### src/sv/sliding_window_lz_decoder_core_assert.svh
// Assertion macros shared by the sliding-window LZ decoder RTL.
// Clocked on the rising edge and disabled while the active-low reset is low.
`ifndef SLIDING_WINDOW_LZ_DECODER_CORE_ASSERT_SVH
`define SLIDING_WINDOW_LZ_DECODER_CORE_ASSERT_SVH

// Same-cycle implication.
`define SWLZ_ASSERT_IMPLY(label, clk, rst_n, ante, cons, msg) \
    label: assert property (@(posedge clk) disable iff (!rst_n) (ante) |-> (cons)) \
        else $error(msg);

// Next-cycle implication.
`define SWLZ_ASSERT_NEXT(label, clk, rst_n, ante, cons, msg) \
    label: assert property (@(posedge clk) disable iff (!rst_n) (ante) |=> (cons)) \
        else $error(msg);

`endif

### src/sv/swlz_pkg.sv
// Package for the sliding-window LZ decoder: window size, pointer and byte types,
// decoder state encoding and the ring access bundle. No dependencies.
package swlz_pkg;

    localparam int WIN_SLOTS = 255;
    localparam int PTR_W     = $clog2(WIN_SLOTS);
    localparam logic [7:0] ESCAPE_RESET = 8'hB4;

    typedef logic [7:0]       byte_t;
    typedef logic [PTR_W-1:0] ptr_t;

    localparam ptr_t SLOT_LAST = ptr_t'(WIN_SLOTS - 1);

    // Decoder state, one-hot
    typedef enum logic [3:0] {
        ST_NORMAL = 4'b0001,
        ST_ESCAPE = 4'b0010,
        ST_LENGTH = 4'b0100,
        ST_COPY   = 4'b1000
    } state_t;

    // Ring traffic in a cycle: a read, a write and an eviction clear
    typedef struct packed {
        logic  re;
        ptr_t  raddr;
        logic  we;
        ptr_t  waddr;
        byte_t wdata;
        logic  clr;
        ptr_t  caddr;
    } ring_ctl_t;

    function automatic ptr_t ptr_inc(input ptr_t a);
        ptr_t r;
        r = (a == SLOT_LAST) ? '0 : ptr_t'(a + ptr_t'(1));
        return r;
    endfunction

endpackage

### src/sv/swlz_ring.sv
// History ring for the LZ decoder: synchronous memory with a registered read,
// per-slot valid flags for reset and eviction, and write-to-read forwarding. Uses swlz_pkg.
module swlz_ring (
    input  logic                clk,
    input  logic                rst_n,
    input  swlz_pkg::ring_ctl_t ctl,
    output swlz_pkg::byte_t     rd_data
);

    swlz_pkg::byte_t ring_mem [swlz_pkg::WIN_SLOTS];
    logic            slot_valid_reg [swlz_pkg::WIN_SLOTS];

    swlz_pkg::byte_t mem_q_reg;
    logic            vld_q_reg;
    logic            fwd_hit_reg;
    swlz_pkg::byte_t fwd_data_reg;

    always_ff @(posedge clk)
    begin
        if (ctl.we)
        begin
            ring_mem[ctl.waddr] <= ctl.wdata;
        end
        if (ctl.re)
        begin
            mem_q_reg    <= ring_mem[ctl.raddr];
            fwd_data_reg <= ctl.wdata;
        end
    end

    always_ff @(posedge clk or negedge rst_n)
    begin
        if (!rst_n)
        begin
            for (int i = 0; i < swlz_pkg::WIN_SLOTS; i++)
            begin
                slot_valid_reg[i] <= 1'b0;
            end
            vld_q_reg   <= 1'b0;
            fwd_hit_reg <= 1'b0;
        end
        else
        begin
            if (ctl.clr)
            begin
                slot_valid_reg[ctl.caddr] <= 1'b0;
            end
            if (ctl.we)
            begin
                slot_valid_reg[ctl.waddr] <= 1'b1;
            end
            if (ctl.re)
            begin
                // a clear or write landing on the read slot this cycle overrides the array
                vld_q_reg   <= slot_valid_reg[ctl.raddr] &&
                               !(ctl.clr && (ctl.caddr == ctl.raddr));
                fwd_hit_reg <= ctl.we && (ctl.waddr == ctl.raddr);
            end
        end
    end

    assign rd_data = fwd_hit_reg ? fwd_data_reg : (vld_q_reg ? mem_q_reg : '0);

endmodule

### src/sv/sliding_window_lz_decoder_core.sv
// Sliding-window LZ decoder: one compressed byte per input item, up to four decoded
// bytes per result item. The ring has a single read port with a registered read, so a
// copy, primed by the length byte, moves one byte per cycle unless a full output register
// holds a finished group; no input is taken until the copy ends. Results leave through
// an output register; the decoder stalls only when that register is full.
// Ring contents clear through per-slot valid flags, so there is no clearing pass after
// reset. Uses swlz_pkg, swlz_ring and sliding_window_lz_decoder_core_assert.svh.
`include "sliding_window_lz_decoder_core_assert.svh"

module sliding_window_lz_decoder_core (
    input  logic       clk,
    input  logic       rst_n,
    input  logic       cfg_write_en,
    input  logic [7:0] cfg_write_data,
    input  logic       in_valid,
    output logic       in_ready,
    input  logic [7:0] data_byte,
    output logic       out_valid,
    input  logic       out_ready,
    output logic [7:0] out_byte0,
    output logic [7:0] out_byte1,
    output logic [7:0] out_byte2,
    output logic [7:0] out_byte3,
    output logic [2:0] byte_count,
    output logic       last_of_run
);

    swlz_pkg::state_t    state_reg, state_next;
    swlz_pkg::byte_t     esc_reg;
    swlz_pkg::ptr_t      wp_reg, wp_next;
    swlz_pkg::ptr_t      fill_reg, fill_next;
    swlz_pkg::byte_t     dist_reg, dist_next;
    swlz_pkg::byte_t     remain_reg, remain_next;
    swlz_pkg::ptr_t      src_reg, src_next;
    swlz_pkg::byte_t     pk_reg [3];
    swlz_pkg::byte_t     pk_next [3];
    logic [1:0]          pk_cnt_reg, pk_cnt_next;
    logic                out_valid_reg;
    swlz_pkg::byte_t     out_b_reg [4];
    logic [2:0]          out_cnt_reg;
    logic                out_last_reg;

    swlz_pkg::ring_ctl_t ring_ctl;
    swlz_pkg::byte_t     ring_rd;
    logic                accept;
    logic                out_free;
    logic                wr_en;
    swlz_pkg::byte_t     wr_byte;
    logic                push;
    logic                push_last;
    swlz_pkg::byte_t     push_b [4];
    logic                full;
    logic                last_byte;
    logic                group_done;
    swlz_pkg::ptr_t      dist_mod;
    swlz_pkg::ptr_t      src_calc;

    swlz_ring u_ring (
        .clk     (clk),
        .rst_n   (rst_n),
        .ctl     (ring_ctl),
        .rd_data (ring_rd)
    );

    assign out_free = !out_valid_reg || out_ready;
    assign in_ready = (state_reg != swlz_pkg::ST_COPY) && out_free;
    assign accept   = in_valid && in_ready;
    assign full     = (fill_reg == swlz_pkg::SLOT_LAST);

    // distance modulo the window, then step back from the write pointer
    always_comb
    begin
        if (dist_reg >= swlz_pkg::byte_t'(swlz_pkg::WIN_SLOTS))
        begin
            dist_mod = swlz_pkg::ptr_t'(dist_reg - swlz_pkg::byte_t'(swlz_pkg::WIN_SLOTS));
        end
        else
        begin
            dist_mod = swlz_pkg::ptr_t'(dist_reg);
        end
        if (wp_reg >= dist_mod)
        begin
            src_calc = swlz_pkg::ptr_t'(wp_reg - dist_mod);
        end
        else
        begin
            src_calc = swlz_pkg::ptr_t'(wp_reg + (swlz_pkg::ptr_t'(swlz_pkg::WIN_SLOTS) - dist_mod));
        end
    end

    assign last_byte  = (remain_reg == swlz_pkg::byte_t'(1));
    assign group_done = (pk_cnt_reg == 2'd3) || last_byte;

    always_comb
    begin
        state_next  = state_reg;
        dist_next   = dist_reg;
        remain_next = remain_reg;
        src_next    = src_reg;
        pk_cnt_next = pk_cnt_reg;
        for (int j = 0; j < 3; j++)
        begin
            pk_next[j] = pk_reg[j];
        end
        wr_en          = 1'b0;
        wr_byte        = data_byte;
        push           = 1'b0;
        push_last      = 1'b1;
        ring_ctl       = '0;

        case (state_reg)
            swlz_pkg::ST_NORMAL:
            begin
                if (accept)
                begin
                    if (data_byte == esc_reg)
                    begin
                        state_next = swlz_pkg::ST_ESCAPE;
                    end
                    else
                    begin
                        wr_en = 1'b1;
                        push  = 1'b1;
                    end
                end
            end
            swlz_pkg::ST_ESCAPE:
            begin
                if (accept)
                begin
                    if (data_byte == '0)
                    begin
                        wr_en      = 1'b1;
                        wr_byte    = esc_reg;
                        push       = 1'b1;
                        state_next = swlz_pkg::ST_NORMAL;
                    end
                    else
                    begin
                        dist_next  = data_byte;
                        state_next = swlz_pkg::ST_LENGTH;
                    end
                end
            end
            swlz_pkg::ST_LENGTH:
            begin
                if (accept)
                begin
                    if (data_byte == '0)
                    begin
                        state_next = swlz_pkg::ST_NORMAL;
                    end
                    else
                    begin
                        // prime the read pipeline with the first source slot
                        ring_ctl.re    = 1'b1;
                        ring_ctl.raddr = src_calc;
                        src_next       = swlz_pkg::ptr_inc(src_calc);
                        remain_next    = data_byte;
                        pk_cnt_next    = '0;
                        state_next     = swlz_pkg::ST_COPY;
                    end
                end
            end
            swlz_pkg::ST_COPY:
            begin
                // hold the fetched byte while a finished group cannot leave
                if (!(group_done && !out_free))
                begin
                    wr_en       = 1'b1;
                    wr_byte     = ring_rd;
                    remain_next = remain_reg - swlz_pkg::byte_t'(1);
                    if (!last_byte)
                    begin
                        ring_ctl.re    = 1'b1;
                        ring_ctl.raddr = src_reg;
                        src_next       = swlz_pkg::ptr_inc(src_reg);
                    end
                    else
                    begin
                        state_next = swlz_pkg::ST_NORMAL;
                    end
                    if (group_done)
                    begin
                        push        = 1'b1;
                        push_last   = last_byte;
                        pk_cnt_next = '0;
                    end
                    else
                    begin
                        for (int j = 0; j < 3; j++)
                        begin
                            if (2'(j) == pk_cnt_reg)
                            begin
                                pk_next[j] = ring_rd;
                            end
                        end
                        pk_cnt_next = pk_cnt_reg + 2'd1;
                    end
                end
            end
            default:
            begin
                state_next = swlz_pkg::ST_NORMAL;
            end
        endcase

        wp_next   = wp_reg;
        fill_next = fill_reg;
        if (wr_en)
        begin
            ring_ctl.we    = 1'b1;
            ring_ctl.waddr = wp_reg;
            ring_ctl.wdata = wr_byte;
            ring_ctl.clr   = full;
            ring_ctl.caddr = swlz_pkg::ptr_inc(wp_reg);
            wp_next        = swlz_pkg::ptr_inc(wp_reg);
            if (!full)
            begin
                fill_next = fill_reg + swlz_pkg::ptr_t'(1);
            end
        end
    end

    // group packed bytes with the new byte; unused slots read as zero
    always_comb
    begin
        for (int j = 0; j < 3; j++)
        begin
            if (2'(j) < pk_cnt_reg)
            begin
                push_b[j] = pk_reg[j];
            end
            else if (2'(j) == pk_cnt_reg)
            begin
                push_b[j] = wr_byte;
            end
            else
            begin
                push_b[j] = '0;
            end
        end
        push_b[3] = (pk_cnt_reg == 2'd3) ? wr_byte : '0;
    end

    always_ff @(posedge clk or negedge rst_n)
    begin
        if (!rst_n)
        begin
            state_reg     <= swlz_pkg::ST_NORMAL;
            esc_reg       <= swlz_pkg::ESCAPE_RESET;
            wp_reg        <= '0;
            fill_reg      <= '0;
            dist_reg      <= '0;
            remain_reg    <= '0;
            src_reg       <= '0;
            pk_cnt_reg    <= '0;
            out_valid_reg <= 1'b0;
        end
        else
        begin
            state_reg  <= state_next;
            wp_reg     <= wp_next;
            fill_reg   <= fill_next;
            dist_reg   <= dist_next;
            remain_reg <= remain_next;
            src_reg    <= src_next;
            pk_cnt_reg <= pk_cnt_next;
            if (cfg_write_en)
            begin
                esc_reg <= cfg_write_data;
            end
            if (push)
            begin
                out_valid_reg <= 1'b1;
            end
            else if (out_ready)
            begin
                out_valid_reg <= 1'b0;
            end
        end
    end

    always_ff @(posedge clk)
    begin
        for (int j = 0; j < 3; j++)
        begin
            pk_reg[j] <= pk_next[j];
        end
        if (push)
        begin
            for (int j = 0; j < 4; j++)
            begin
                out_b_reg[j] <= push_b[j];
            end
            out_cnt_reg  <= 3'({1'b0, pk_cnt_reg}) + 3'd1;
            out_last_reg <= push_last;
        end
    end

    assign out_valid   = out_valid_reg;
    assign out_byte0   = out_b_reg[0];
    assign out_byte1   = out_b_reg[1];
    assign out_byte2   = out_b_reg[2];
    assign out_byte3   = out_b_reg[3];
    assign byte_count  = out_cnt_reg;
    assign last_of_run = out_last_reg;

    `SWLZ_ASSERT_IMPLY(a_fill_bound, clk, rst_n, 1'b1, fill_reg <= swlz_pkg::SLOT_LAST,
        "fill count beyond window")
    `SWLZ_ASSERT_IMPLY(a_wp_bound, clk, rst_n, 1'b1, wp_reg <= swlz_pkg::SLOT_LAST,
        "write pointer beyond window")
    `SWLZ_ASSERT_IMPLY(a_copy_remain, clk, rst_n, state_reg == swlz_pkg::ST_COPY,
        remain_reg != '0, "copy running with nothing left")
    `SWLZ_ASSERT_IMPLY(a_count_range, clk, rst_n, out_valid_reg,
        out_cnt_reg >= 3'd1 && out_cnt_reg <= 3'd4, "result byte count out of range")
    `SWLZ_ASSERT_NEXT(a_copy_end, clk, rst_n,
        state_reg == swlz_pkg::ST_COPY && wr_en && last_byte,
        out_valid_reg && out_last_reg, "copy ended without a closing result")

endmodule

### config.mk
export PLATFORM = sky130hd
export DESIGN_NAME = sliding_window_lz_decoder_core
export DESIGN_NICKNAME = d
export VERILOG_FILES = /design/src/sv/swlz_pkg.sv /design/src/sv/swlz_ring.sv /design/src/sv/sliding_window_lz_decoder_core.sv
export VERILOG_INCLUDE_DIRS = /design/src /design/src/sv
export SDC_FILE = /design/constraint.sdc
export NUM_CORES = 2
export LEC_CHECK = 0
export BUFFER_PORTS_ARGS = -buffer_cell sky130_fd_sc_hd__buf_2
export CORE_MARGIN = 3
export CORE_UTILIZATION = 45
export DETAILED_ROUTE_END_ITERATION = 16
export GPL_TIMING_DRIVEN = 0
export MAX_ROUTING_LAYER = met4
export PLACE_DENSITY = 0.7
export SLEW_MARGIN = 15
export SYNTH_ARGS = -nofsm -noshare
export SYNTH_HDL_FRONTEND = slang
export SYNTH_HIERARCHICAL = 1
export SYNTH_SLANG_ARGS = --single-unit
### constraint.sdc
create_clock -name clk -period 24 [get_ports clk]
set_input_delay 4.8 -clock clk [delete_from_list [all_inputs] [get_ports clk]]
set_output_delay 4.8 -clock clk [all_outputs]
set_load 0.01 [all_outputs]
==> impl_metrics.env <==
export IMPL_status="finished, final reports clean"
export IMPL_final_setup_viol_count=0
export IMPL_grt_pass1_wl_mm=401
export IMPL_post_cts_buffers=0
export IMPL_cts_root_buffer="clkbuf_16"
export IMPL_drive_above_1_share_pct=23.9
export IMPL_final_cell_count_no_fill=8506
export IMPL_fp_dieW_um=472
export IMPL_vias_per_cell=6.41
export IMPL_synth_area_um2=97800
export IMPL_syn2layout_area_growth_pct=13.4
export IMPL_numCtsBuffers=229
export IMPL_min_from="fill_reg[7]"
export IMPL_clkPwrFrac_pct=41.9
export IMPL_tightest_slew_ns=1.34
export IMPL_nets=5517
export IMPL_dieArea_um2=223000
export IMPL_core_um2=215000
export IMPL_synth_nets=5160
export IMPL_setup_worst_path_start_class="primary input"
export IMPL_ys_ff_latch=2428
export IMPL_gp_congestion=1.03
export IMPL_r2r_slack_ns=16.18
export IMPL_p_int_mw=6.83
export IMPL_ant_nets=0
export IMPL_drt_pass1_iterations=6
export IMPL_r2r_start="dist_reg[1]"
export IMPL_synth_edff_count=2116
export IMPL_cts_resized=0
export IMPL_largest_reg_flops=2040
export IMPL_netlist_instances=5114
export IMPL_hp_class="register to register"
export IMPL_synth_xor_area_share_pct=0.394
export IMPL_slew_viol_final=0
export IMPL_cp_end_kind="register"
export IMPL_critPathArrivalTime_ns=11.11
export IMPL_maxCapViolCount=0
export IMPL_period_share_pct=43.7
export IMPL_routed_via_count=54500
export IMPL_synth_compound_gate_area_share_pct=4.54
export IMPL_overflow=0
export IMPL_portBuffers=57
export IMPL_rsz0062_at_grt="false"
export IMPL_rr_worst_depth=20
export IMPL_rows=170
export IMPL_synthFlopType="edfxtp_1"
export IMPL_cts_max_path_buffers=3
export IMPL_grt_pass1_vias=53400
export IMPL_ir_worst_vdd_v=0.0000746
export IMPL_cts_htree_levels=4
export IMPL_fin_tns_setup_ns=0
export IMPL_synth_adder_area_share_pct=0.335
export IMPL_drc=0
export IMPL_synth_top_family_by_area="multiplexers"
export IMPL_crit_type="primary input to register"
export IMPL_period_needed_ns=10.49
export IMPL_synth_warnings=6
export IMPL_timing_critical_path_from="out_ready"
export IMPL_layout_common_cells="2116 x edfxtp_1, 687 x mux4_2, 553 x o21ai_0"
export IMPL_synth_seq_area_share_pct=72.9
export IMPL_cts_tree="done"
export IMPL_fmax_mhz=95.3
export IMPL_fin_skew_ns=0.0972
export IMPL_ys_types=80
export IMPL_seqPwrFrac_pct=53.3
export IMPL_die_height_um=472
export IMPL_yosys_area_share_simple_pct=3.19
export IMPL_gr_usage_all_layers_pct=26.1
export IMPL_hold_buffers=0
export IMPL_place_area_um2=103000
export IMPL_p_leak_nw=36.0
export IMPL_clkSlewWorstSetupHoldPaths_ns=0.06
export IMPL_wirelength_mm=282
export IMPL_worstPathRequired_ns=24.61
export IMPL_crit_path_max_fanout=10
export IMPL_synthMuxAreaShare_pct=16.9
export IMPL_hold_violations=0
export IMPL_place_hpwl_mm=193
export IMPL_maxSlewHeadroom_pct=10.3
export IMPL_design_area_um2=111000
export IMPL_final_common_cell="edfxtp_1"
export IMPL_antenna_found_initial=10
export IMPL_power_density_nw_per_um2=78.6
export IMPL_power_total_mw=8.72
export IMPL_initial_core_util_pct=45.4
export IMPL_ios=59
export IMPL_switching_power_mw=1.89
export IMPL_p_sw_share_pct=21.7
export IMPL_synth_async_reset_ratio_pct=12.9
export IMPL_comb_power_share_pct=4.8
export IMPL_placedCellCount=8078
export IMPL_fin_util_pct=51.5
export IMPL_grt_max_degree=85
export IMPL_rr_endpoint="u_ring/mem_q_reg[2]"
export IMPL_drtIter0Drc=8833
export IMPL_avgSynthCellArea_um2=19.1
export IMPL_wl_per_cell_um=33.2
export IMPL_clock_latency_ns=0.90
export IMPL_cp_endpoint="u_ring/mem_q_reg[2]"
export IMPL_cts_sinks=2428
critical path, cell delays in order:
cell and delay [ns]:
buf_2 0.09, nand2b_1 0.21, and3_1 0.26, nor4b_1 0.85, clkbuf_1 0.47, a22o_1 0.44, buf_4 0.33, buf_2 0.47
clkbuf_1 0.94, mux4_2 0.45, mux4_2 0.53, mux2i_1 0.73, a22oi_1 0.14, and4_1 0.35
cell usage after synthesis (21+ instances only):
| library cell | number | area (um^2) |
|---|---|---|
| nand2_1 | 115 | 432 |
| inv_1 | 23 | 86.3 |
| mux2_2 | 24 | 270 |
| edfxtp_1 | 2116 | 63500 |
| a22o_1 | 36 | 315 |
| a221oi_1 | 21 | 184 |
| xnor2_1 | 28 | 245 |
| buf_1 | 34 | 128 |
| mux4_2 | 687 | 15500 |
| buf_2 | 64 | 320 |
| ha_1 | 23 | 288 |
| o21ai_0 | 554 | 2770 |
| nor2_1 | 345 | 1290 |
| nor3_1 | 30 | 150 |
| clkbuf_1 | 215 | 807 |
| a22oi_1 | 24 | 180 |
| buf_4 | 27 | 203 |
| nor2b_1 | 33 | 206 |
| and2_1 | 23 | 144 |
| nand3_1 | 37 | 185 |
| a21oi_1 | 34 | 170 |
| dfrtp_1 | 307 | 7680 |
| mux2i_1 | 76 | 761 |
| o21ai_1 | 22 | 110 |
cells by family after synthesis:
family | after synthesis
and+or+nand+nor | 680
buffers and inverters | 376
AOI/OAI and AO/OA | 774
adders and majority gates | 25
xor gates and xnor gates | 44
muxes | 787
DFF | 2428
cell type report:
type,instances,area [um^2]
timing repair buffer,126,1790
fill,16700,105000
clock buffer,293,6110
buffer,351,1640
inverter,25,93.8
clock inverter,131,1530
tap,2838,3550
antenna,4,10.0
multi-input combinational,2310,24900
sequential,2428,71400
worst min-delay path by stage:
stage,to,slack [ns],cells after the start
after floorplan,fill_reg[6],0.44,1
after global placement,fill_reg[6],0.46,1
after detailed placement,fill_reg[6],0.46,1
after CTS,fill_reg[6],0.47,1
after global routing,fill_reg[7],0.50,1
final,fill_reg[7],0.48,1
metrics by stage:
stage / hold slack, ns / setup slack, ns
after floorplan: 0.438 / 10.39
after global placement: 0.456 / 1.51
after detailed placement: 0.460 / 12.63
after CTS: 0.474 / 13.61
after global routing: 0.496 / 13.23
final: 0.478 / 13.51
per-layer routing:
layer	GRT usage, %	share of wire [%]
met1	34.8	38
met2	38.0	45
met3	7.35	12
met4	10.8	4.9
met5	-	0
power groups by stage:
stage	clock network [mW]	registers (mW)	logic [mW]
after floorplan	0	4.76	0.221
after global placement	0	4.79	0.357
after detailed placement	0	4.74	0.404
after CTS	3.71	4.65	0.406
after global routing	3.89	4.65	0.443
final	3.66	4.65	0.415
Power figures use the tool's default switching activity.
